<file path="src/design/hstd_pkg.sv">
package hstd_pkg;

  localparam int unsigned SampleW = 12;
  localparam int unsigned AddrW   = 4;
  localparam int unsigned DataW   = 32;

  localparam logic [SampleW-1:0] FallbackLevel = SampleW'(200);

  typedef enum logic [1:0] {
    RegUpRest   = 2'd0,
    RegDownRest = 2'd1,
    RegUpTrig   = 2'd2,
    RegDownTrig = 2'd3
  } reg_idx_e;

  typedef struct packed {
    logic [SampleW-1:0] up_sample;
    logic [SampleW-1:0] down_sample;
    logic               host_linked;
  } in_item_t;

  typedef struct packed {
    logic up_active;
    logic down_active;
    logic up_press_pulse;
    logic down_press_pulse;
    logic report_due;
    logic mechanical_fallback;
  } out_item_t;

  // per-channel settings; the release bound is worked out when the level is written
  typedef struct packed {
    logic [SampleW-1:0] rest;
    logic [SampleW-1:0] trig;
    logic [SampleW-1:0] hold_bound;
    logic               hold_all;
  } chan_cfg_t;

endpackage

</file>
<file path="src/design/hstd_if.sv">
interface hstd_in_if;
  import hstd_pkg::*;

  logic     valid;
  logic     ready;
  in_item_t payload;

  modport source (output valid, output payload, input ready);
  modport sink   (input valid, input payload, output ready);
endinterface

interface hstd_out_if;
  import hstd_pkg::*;

  logic      valid;
  logic      ready;
  out_item_t payload;

  modport source (output valid, output payload, input ready);
  modport sink   (input valid, input payload, output ready);
endinterface

</file>
<file path="src/design/hall_strum_threshold_detector.sv">
// Hall strum threshold detector: each beat on in_i carries one up and one down hall
// sample; each channel is EMA-smoothed, its deviation from the rest offset is debounced
// against the trigger level with hysteresis, and one result beat per input beat appears
// on out_o at one beat per clock while out_o keeps up, via the input register, then the
// single-pass channel update into the result register. While a finished result waits
// the input register can still take one beat; with both full the input stalls until out_o
// takes the result. Items with host_linked low, and all items once the fallback has
// latched, leave the state untouched. Rest offsets and trigger levels sit on the APB port
// at byte addresses 0, 4, 8 and 12; write them only while no beat is in flight.
module hall_strum_threshold_detector #(
  parameter int unsigned CONFIRM_COUNT = 3
) (
  input  logic                       clk_i,
  input  logic                       rst_ni,
  input  logic                       psel,
  input  logic                       penable,
  input  logic                       pwrite,
  input  logic [hstd_pkg::AddrW-1:0] paddr,
  input  logic [hstd_pkg::DataW-1:0] pwdata,
  output logic [hstd_pkg::DataW-1:0] prdata,
  output logic                       pready,
  hstd_in_if.sink                    in_i,
  hstd_out_if.source                 out_o
);
  import hstd_pkg::*;

  chan_cfg_t up_cfg, down_cfg;
  logic      s1_valid_q, s1_valid_d, res_valid_q, res_valid_d;
  in_item_t  s1_q;
  out_item_t res_q, res_d;
  logic      s1_adv, in_acc, step;
  logic      live, below, upd;
  logic      fb_q, fb_d;
  logic      up_nd, up_q, dn_nd, dn_q;

  hstd_cfg u_cfg (
    .clk_i, .rst_ni, .psel, .penable, .pwrite, .paddr, .pwdata, .prdata, .pready,
    .up_cfg_o(up_cfg), .down_cfg_o(down_cfg)
  );

  hstd_chan #(.CONFIRM_COUNT(CONFIRM_COUNT)) u_up (
    .clk_i, .rst_ni, .step_i(upd), .raw_i(s1_q.up_sample), .cfg_i(up_cfg),
    .act_d_o(up_nd), .act_q_o(up_q)
  );

  hstd_chan #(.CONFIRM_COUNT(CONFIRM_COUNT)) u_down (
    .clk_i, .rst_ni, .step_i(upd), .raw_i(s1_q.down_sample), .cfg_i(down_cfg),
    .act_d_o(dn_nd), .act_q_o(dn_q)
  );

  assign s1_adv     = !res_valid_q || out_o.ready;
  assign in_i.ready = !s1_valid_q || s1_adv;
  assign in_acc     = in_i.valid && in_i.ready;
  assign step       = s1_valid_q && s1_adv;

  assign live  = s1_q.host_linked && !fb_q;
  assign below = (s1_q.up_sample < FallbackLevel) || (s1_q.down_sample < FallbackLevel);
  assign upd   = step && live && !below;
  assign fb_d  = fb_q || (step && live && below);

  always_comb begin
    s1_valid_d  = in_acc ? 1'b1 : (s1_adv ? 1'b0 : s1_valid_q);
    res_valid_d = s1_adv ? s1_valid_q : res_valid_q;
    if (live && !below) begin
      res_d.up_active        = up_nd;
      res_d.down_active      = dn_nd;
      res_d.up_press_pulse   = up_nd && !up_q;
      res_d.down_press_pulse = dn_nd && !dn_q;
      res_d.report_due       = (up_nd != up_q) || (dn_nd != dn_q);
    end else begin
      res_d.up_active        = up_q;
      res_d.down_active      = dn_q;
      res_d.up_press_pulse   = 1'b0;
      res_d.down_press_pulse = 1'b0;
      res_d.report_due       = 1'b0;
    end
    res_d.mechanical_fallback = fb_q || (live && below);
  end

  always_ff @(posedge clk_i or negedge rst_ni) begin
    if (!rst_ni) begin
      s1_valid_q  <= 1'b0;
      res_valid_q <= 1'b0;
      fb_q        <= 1'b0;
    end else begin
      s1_valid_q  <= s1_valid_d;
      res_valid_q <= res_valid_d;
      fb_q        <= fb_d;
    end
  end

  always_ff @(posedge clk_i) begin
    if (in_acc) begin
      s1_q <= in_i.payload;
    end
    if (step) begin
      res_q <= res_d;
    end
  end

  assign out_o.valid   = res_valid_q;
  assign out_o.payload = res_q;

  a_fb_sticky: assert property (@(posedge clk_i) disable iff (!rst_ni)
    fb_q |=> fb_q)
    else $error("fallback flag cleared");

  a_no_update_after_fb: assert property (@(posedge clk_i) disable iff (!rst_ni)
    fb_q |-> !upd)
    else $error("channel updated after fallback");

  a_pulse_active: assert property (@(posedge clk_i) disable iff (!rst_ni)
    (out_o.valid && (out_o.payload.up_press_pulse || out_o.payload.down_press_pulse))
      |-> out_o.payload.report_due)
    else $error("press pulse without report");

endmodule

</file>
<file path="src/design/hstd_cfg.sv">
module hstd_cfg (
  input  logic                       clk_i,
  input  logic                       rst_ni,
  input  logic                       psel,
  input  logic                       penable,
  input  logic                       pwrite,
  input  logic [hstd_pkg::AddrW-1:0] paddr,
  input  logic [hstd_pkg::DataW-1:0] pwdata,
  output logic [hstd_pkg::DataW-1:0] prdata,
  output logic                       pready,
  output hstd_pkg::chan_cfg_t        up_cfg_o,
  output hstd_pkg::chan_cfg_t        down_cfg_o
);
  import hstd_pkg::*;

  localparam int unsigned HystMin = 40;
  // floor(t*15/100) == floor(floor(3t/4)/5); /5 by reciprocal 3277/2^14, exact below 2^14
  localparam int unsigned RecipFive  = 3277;
  localparam int unsigned RecipShift = 14;
  localparam int unsigned ProdW      = RecipShift + SampleW;

  typedef struct packed {
    logic [SampleW-1:0] bound;
    logic               all;
  } hold_t;

  function automatic hold_t hold_of(input logic [SampleW-1:0] t);
    logic [SampleW+1:0] t3;
    logic [SampleW-1:0] q4;
    logic [ProdW-1:0]   prod;
    logic [SampleW-1:0] h;
    hold_t              r;
    t3   = {2'b00, t} + {1'b0, t, 1'b0};
    q4   = t3[SampleW+1:2];
    prod = {{RecipShift{1'b0}}, q4} * ProdW'(RecipFive);
    h    = prod[ProdW-1:RecipShift];
    if (h < SampleW'(HystMin)) begin
      h = SampleW'(HystMin);
    end
    r.all   = h > t;
    r.bound = t - h;
    return r;
  endfunction

  localparam logic [SampleW-1:0] RestReset = SampleW'(2048);
  localparam logic [SampleW-1:0] TrigReset = SampleW'(400);
  localparam hold_t              HoldReset = '{bound: SampleW'(340), all: 1'b0};

  logic [SampleW-1:0] up_rest_q, down_rest_q, up_trig_q, down_trig_q;
  hold_t              up_hold_q, down_hold_q;
  logic               wr_en;
  reg_idx_e           idx;
  logic [SampleW-1:0] wval;
  hold_t              whold;

  assign pready = 1'b1;
  assign wr_en  = psel && penable && pwrite;
  assign idx    = reg_idx_e'(paddr[AddrW-1:2]);
  assign wval   = pwdata[SampleW-1:0];
  assign whold  = hold_of(wval);

  always_ff @(posedge clk_i or negedge rst_ni) begin
    if (!rst_ni) begin
      up_rest_q   <= RestReset;
      down_rest_q <= RestReset;
      up_trig_q   <= TrigReset;
      down_trig_q <= TrigReset;
      up_hold_q   <= HoldReset;
      down_hold_q <= HoldReset;
    end else if (wr_en) begin
      unique case (idx)
        RegUpRest:   up_rest_q <= wval;
        RegDownRest: down_rest_q <= wval;
        RegUpTrig: begin
          up_trig_q <= wval;
          up_hold_q <= whold;
        end
        RegDownTrig: begin
          down_trig_q <= wval;
          down_hold_q <= whold;
        end
        default: ;
      endcase
    end
  end

  always_comb begin
    prdata = '0;
    unique case (idx)
      RegUpRest:   prdata = DataW'(up_rest_q);
      RegDownRest: prdata = DataW'(down_rest_q);
      RegUpTrig:   prdata = DataW'(up_trig_q);
      RegDownTrig: prdata = DataW'(down_trig_q);
      default:     prdata = '0;
    endcase
  end

  assign up_cfg_o   = '{rest: up_rest_q, trig: up_trig_q,
                        hold_bound: up_hold_q.bound, hold_all: up_hold_q.all};
  assign down_cfg_o = '{rest: down_rest_q, trig: down_trig_q,
                        hold_bound: down_hold_q.bound, hold_all: down_hold_q.all};

endmodule

</file>
<file path="src/design/hstd_chan.sv">
module hstd_chan #(
  parameter int unsigned CONFIRM_COUNT = 3
) (
  input  logic                         clk_i,
  input  logic                         rst_ni,
  input  logic                         step_i,
  input  logic [hstd_pkg::SampleW-1:0] raw_i,
  input  hstd_pkg::chan_cfg_t          cfg_i,
  output logic                         act_d_o,
  output logic                         act_q_o
);
  import hstd_pkg::*;

  localparam int unsigned CntW = $clog2(CONFIRM_COUNT + 1);
  localparam logic [CntW-1:0] CntMax = CntW'(CONFIRM_COUNT);

  logic [SampleW-1:0] sm_q, sm_d, sm_base, dev;
  logic [SampleW+1:0] ema_sum;
  logic               primed_q;
  logic [CntW-1:0]    cnt_q, cnt_d;
  logic               act_q;
  logic               above, hold;

  always_comb begin
    sm_base = primed_q ? sm_q : raw_i;
    // 3*f + raw, then /4
    ema_sum = {1'b0, sm_base, 1'b0} + {2'b00, sm_base} + {2'b00, raw_i};
    sm_d    = ema_sum[SampleW+1:2];
    dev     = (sm_d >= cfg_i.rest) ? sm_d - cfg_i.rest : cfg_i.rest - sm_d;
    above   = dev > cfg_i.trig;
    hold    = cfg_i.hold_all || (dev > cfg_i.hold_bound);
    priority if (above) begin
      cnt_d = (cnt_q < CntMax) ? cnt_q + CntW'(1) : cnt_q;
    end else if (hold) begin
      cnt_d = (cnt_q == '0) ? CntW'(1) : cnt_q;
    end else begin
      cnt_d = '0;
    end
    act_d_o = (cnt_d >= CntMax) || (act_q && hold);
  end

  always_ff @(posedge clk_i or negedge rst_ni) begin
    if (!rst_ni) begin
      sm_q     <= '0;
      primed_q <= 1'b0;
      cnt_q    <= '0;
      act_q    <= 1'b0;
    end else if (step_i) begin
      sm_q     <= sm_d;
      primed_q <= 1'b1;
      cnt_q    <= cnt_d;
      act_q    <= act_d_o;
    end
  end

  assign act_q_o = act_q;

  a_cnt_bound: assert property (@(posedge clk_i) disable iff (!rst_ni)
    cnt_q <= CntMax)
    else $error("confirm count beyond limit");

endmodule
</file>
<file path="src/flat_wrapper.sv">
// flat-port wrapper written by rule: the top's interface ports become plain ports
module hall_strum_threshold_detector_flat import hstd_pkg::*;
#(
  parameter int unsigned CONFIRM_COUNT = 3
)
  (clk_i, rst_ni, psel, penable, pwrite, paddr, pwdata, prdata, pready, in_i_valid, in_i_payload, in_i_ready, out_o_valid, out_o_payload, out_o_ready);
  hstd_in_if in_i_i ();
  hstd_out_if out_o_i ();
  input  logic clk_i;
  input  logic rst_ni;
  input  logic psel;
  input  logic penable;
  input  logic pwrite;
  input  logic [hstd_pkg::AddrW-1:0] paddr;
  input  logic [hstd_pkg::DataW-1:0] pwdata;
  output logic [hstd_pkg::DataW-1:0] prdata;
  output logic pready;
  input wire logic [$bits(in_i_i.valid)-1:0] in_i_valid;
  input wire logic [$bits(in_i_i.payload)-1:0] in_i_payload;
  output wire logic [$bits(in_i_i.ready)-1:0] in_i_ready;
  output wire logic [$bits(out_o_i.valid)-1:0] out_o_valid;
  output wire logic [$bits(out_o_i.payload)-1:0] out_o_payload;
  input wire logic [$bits(out_o_i.ready)-1:0] out_o_ready;
  assign in_i_i.valid = in_i_valid;
  assign in_i_i.payload = in_i_payload;
  assign in_i_ready = in_i_i.ready;
  assign out_o_valid = out_o_i.valid;
  assign out_o_payload = out_o_i.payload;
  assign out_o_i.ready = out_o_ready;
  hall_strum_threshold_detector #(.CONFIRM_COUNT(CONFIRM_COUNT)) u_core (.clk_i(clk_i), .rst_ni(rst_ni), .psel(psel), .penable(penable), .pwrite(pwrite), .paddr(paddr), .pwdata(pwdata), .prdata(prdata), .pready(pready), .in_i(in_i_i), .out_o(out_o_i));
endmodule
</file>
<file path="config.mk">
export PLATFORM = sky130hd
export DESIGN_NAME = hall_strum_threshold_detector_flat
export DESIGN_NICKNAME = d
export VERILOG_FILES = /design/src/design/hstd_pkg.sv /design/src/design/hstd_if.sv /design/src/design/hall_strum_threshold_detector.sv /design/src/design/hstd_cfg.sv /design/src/design/hstd_chan.sv /design/src/flat_wrapper.sv
export SDC_FILE = /design/constraint.sdc
export NUM_CORES = 1
export LEC_CHECK = 0
export BUFFER_PORTS_ARGS = -buffer_cell sky130_fd_sc_hd__buf_2
export CAP_MARGIN = 5
export CORE_MARGIN = 4
export CORE_UTILIZATION = 40
export DETAILED_ROUTE_END_ITERATION = 10
export RECOVER_POWER = 100
export SLEW_MARGIN = 20
export SYNTH_ARGS = -nofsm -noshare
export SYNTH_HDL_FRONTEND = slang
export SYNTH_SLANG_ARGS = --single-unit
</file>
<file path="constraint.sdc">
create_clock -name clk_i -period 21.5 [get_ports clk_i]
set_input_delay 1.075 -clock clk_i [delete_from_list [all_inputs] [get_ports clk_i]]
set_output_delay 1.075 -clock clk_i [all_outputs]
set_load 0.02 [all_outputs]
</file>
==> reports/qor.yml <==
outcome: "finished with violations"
violations: "max-capacitance violations, max-slew violations"
cp_slowest_cell: "a311oi_1"
grt_start_max_net_pins: 74
worstSkewPairLatency_ns: 0.43
ys_seq_area_frac: 0.256
io_buffers: 65
skew_ns: 0.0134
fillers: 3422
via_per_inst: 5.25
drc_errors: 0
yosysTopAreaCellShare: 0.195
cp_max_fo: 7
largest_reg_flops: 25
cp.arrival_ns: 10.61
cts_buffers: 17
synthArstFlopShare: 0.777
hold_viol_final: 0
vias: 10721
die_x_um: 197
netlist_top_cells_area: "ha_1 19%, dfrtp_1 16%, fa_1 9.5%"
worstMarginPinSlew_ns: 3.89
path_clk_slew_ns: 0.06
rows: 68
ant_nets: 0
synthFlopType: "dfrtp_1"
timing.final.crit_share: 0.482
synthToLayoutAreaGrowth_pct: 8.82
dieHeight_um: 197
antenna_cells: 0
holdBufCountCts: 0
critical_path_buf_inv_count: 6
yosysTopAreaCell: "ha_1"
cpMostUsedCell: "o21ai_0"
synth.most_common_cell: "ha_1"
synthTopCellsByCount: "222 x ha_1, 213 x inv_1, 142 x nand2_1, 129 x o21ai_0, 92 x dfrtp_1"
worstSetupPathType: "input pin to flop"
drt_iter0_drc: 547
antenna_found_initial: 1
synth_edf_count: 31
rsz0062_at_grt: "false"
first_pass_iters: 4
syn_area_mm2: 0.0143
grt_pass1_wl_mm: 55.8
yosys_warnings: 0
worstPathRequired_ns: 21.73
cts_sinks: 139
syn_area_per_cell_um2: 9.39
largest-register: "u_core.s1_q"
routed_wl_mm: 34.5
hpwl_mm: 28.0
io_pins: 109
cts_resized: 0
wire_per_inst_um: 16.9
fp.dieArea_mm2: 0.0388
ys_ff_latch: 139
synth.distinct_cells: 78
initial_core_util: 0.409
grtUsageTotal: 0.180
slew_violations: 256
pre_cts_ws_ns: 11.14
coreArea_mm2: 0.0349
crit_path_end_kind: "flop"
htreeDepth: 4
whs_ns: 0.476
syn_inst: 1520
cts-root-buf: "clkbuf_16"
fin_tns_setup_ns: 0
final_nets: 1934
postCtsSetupBuffers: 0
fmaxAchievable_mhz: 96.4
maxSlewHeadroom: -1.59
drive_above_1_share: 0.103
cts_tree: "built"
final_util: 0.445
maxCapViolations: 6
min_path_type: "flop to flop"
grt_overflow: 0
period_minus_slack_ns: 10.37
cp-start-kind: "input pin"
critPathMaxStageDelay_ns: 0.56
setup_viol: 0
cts_buffer_depth: 2
layout_setup_ws_ns: 11.13
grt_pass1_vias: 10796
globalplace.congestion: 0.881
critPathTopFamily: "compound AO/OA/AOI/OAI gates"
[tightest hold or removal path, delay by kind of cell, from the launching register on]
kind | cells | cell delay (ns)
flops | 1 | 0.34
compound gates | 1 | 0.06
simple gates | 1 | 0.05
[layout make-up]
type	instances	area [um^2]	share of cell area
Clock buffer	21	450	0.0290
Clock inverter	11	168	0.0108
Inverter	213	800	0.0514
Multi-Input combinational cell	1131	9560	0.615
Sequential cell	139	3650	0.235
Tap cell	455	569	0.0366
Timing Repair Buffer	74	337	0.0217
[layer usage]
metal,up-vias,GRT usage,wire [um],share of wire
met5,-,0,7,0.00020
met4,2,0.0370,417,0.012
met3,26,0.0265,1310,0.038
met2,184,0.299,16200,0.47
met1,5196,0.251,16600,0.48
li1,5313,-,-,-
[layout by cell type (no fill, tap or decap), drive strengths merged, types with 5 or more instances in the layout]
cell    synthesis  final
edfxtp         31     31
a31o            7      7
xnor2          43     43
xor2           29     29
dfstp          16     16
fa             68     68
a21oi          74     74
nor2b          21     21
or3            11     11
inv           213    214
conb            2     21
nand2         142    142
o21bai          5      5
a31oi           6      6
o21a           14     14
dfrtp          92     92
nand4          18     18
nor3           27     27
a21o           37     37
mux2           49     49
ha            222    222
o21ai         131    131
mux4           12     12
or2             5      5
nand2b         23     23
nor2           45     45
nand3          10     10
a21boi          6      6
clkbuf         25     52
buf            31     43
and2           13     13
mux2i          18     18
a211oi          6      6
[cells by family (layout without fill, tap and decap cells)]
family,after synthesis,count (layout),share of synthesized area
buffers and inverters,269,319,0.0773
AOI/OAI and AO/OA,335,335,0.150
muxes,79,79,0.0702
and+or+nand+nor,334,334,0.112
adders and majority gates,290,290,0.290
xor gates and xnor gates,72,72,0.0447
DFF,139,139,0.256
other,2,21,0.000526
[through the flow]
step	instance area, um^2	cells
final	15500	2044
after global routing	15500	2044
after CTS	15600	2044
after global placement	15000	2012
after detailed placement	15000	2012
after floorplan	14400	1539
[path summary, 6_finish.rpt]
check,start,end,slack (ns),cells after the start
setup / recovery,pwdata[1],u_core.u_cfg.down_cfg_o[0],11.13,38
hold / removal,u_core.u_cfg.down_cfg_o[2],u_core.u_cfg.down_cfg_o[2],0.48,2
setup reg to reg,u_core.u_up.primed_q,u_core.out_o.payload[1],11.98,32
hold reg to reg,u_core.u_cfg.down_cfg_o[2],u_core.u_cfg.down_cfg_o[2],0.48,2
max in group asynchronous,rst_ni,u_core.u_cfg.up_rest_q[3],15.67,2
min in group asynchronous,rst_ni,u_core.u_down.sm_q[5],1.24,1
Power is not shown: default switching activity piles up to over one toggle a cycle in this logic, so the estimate is an artifact.
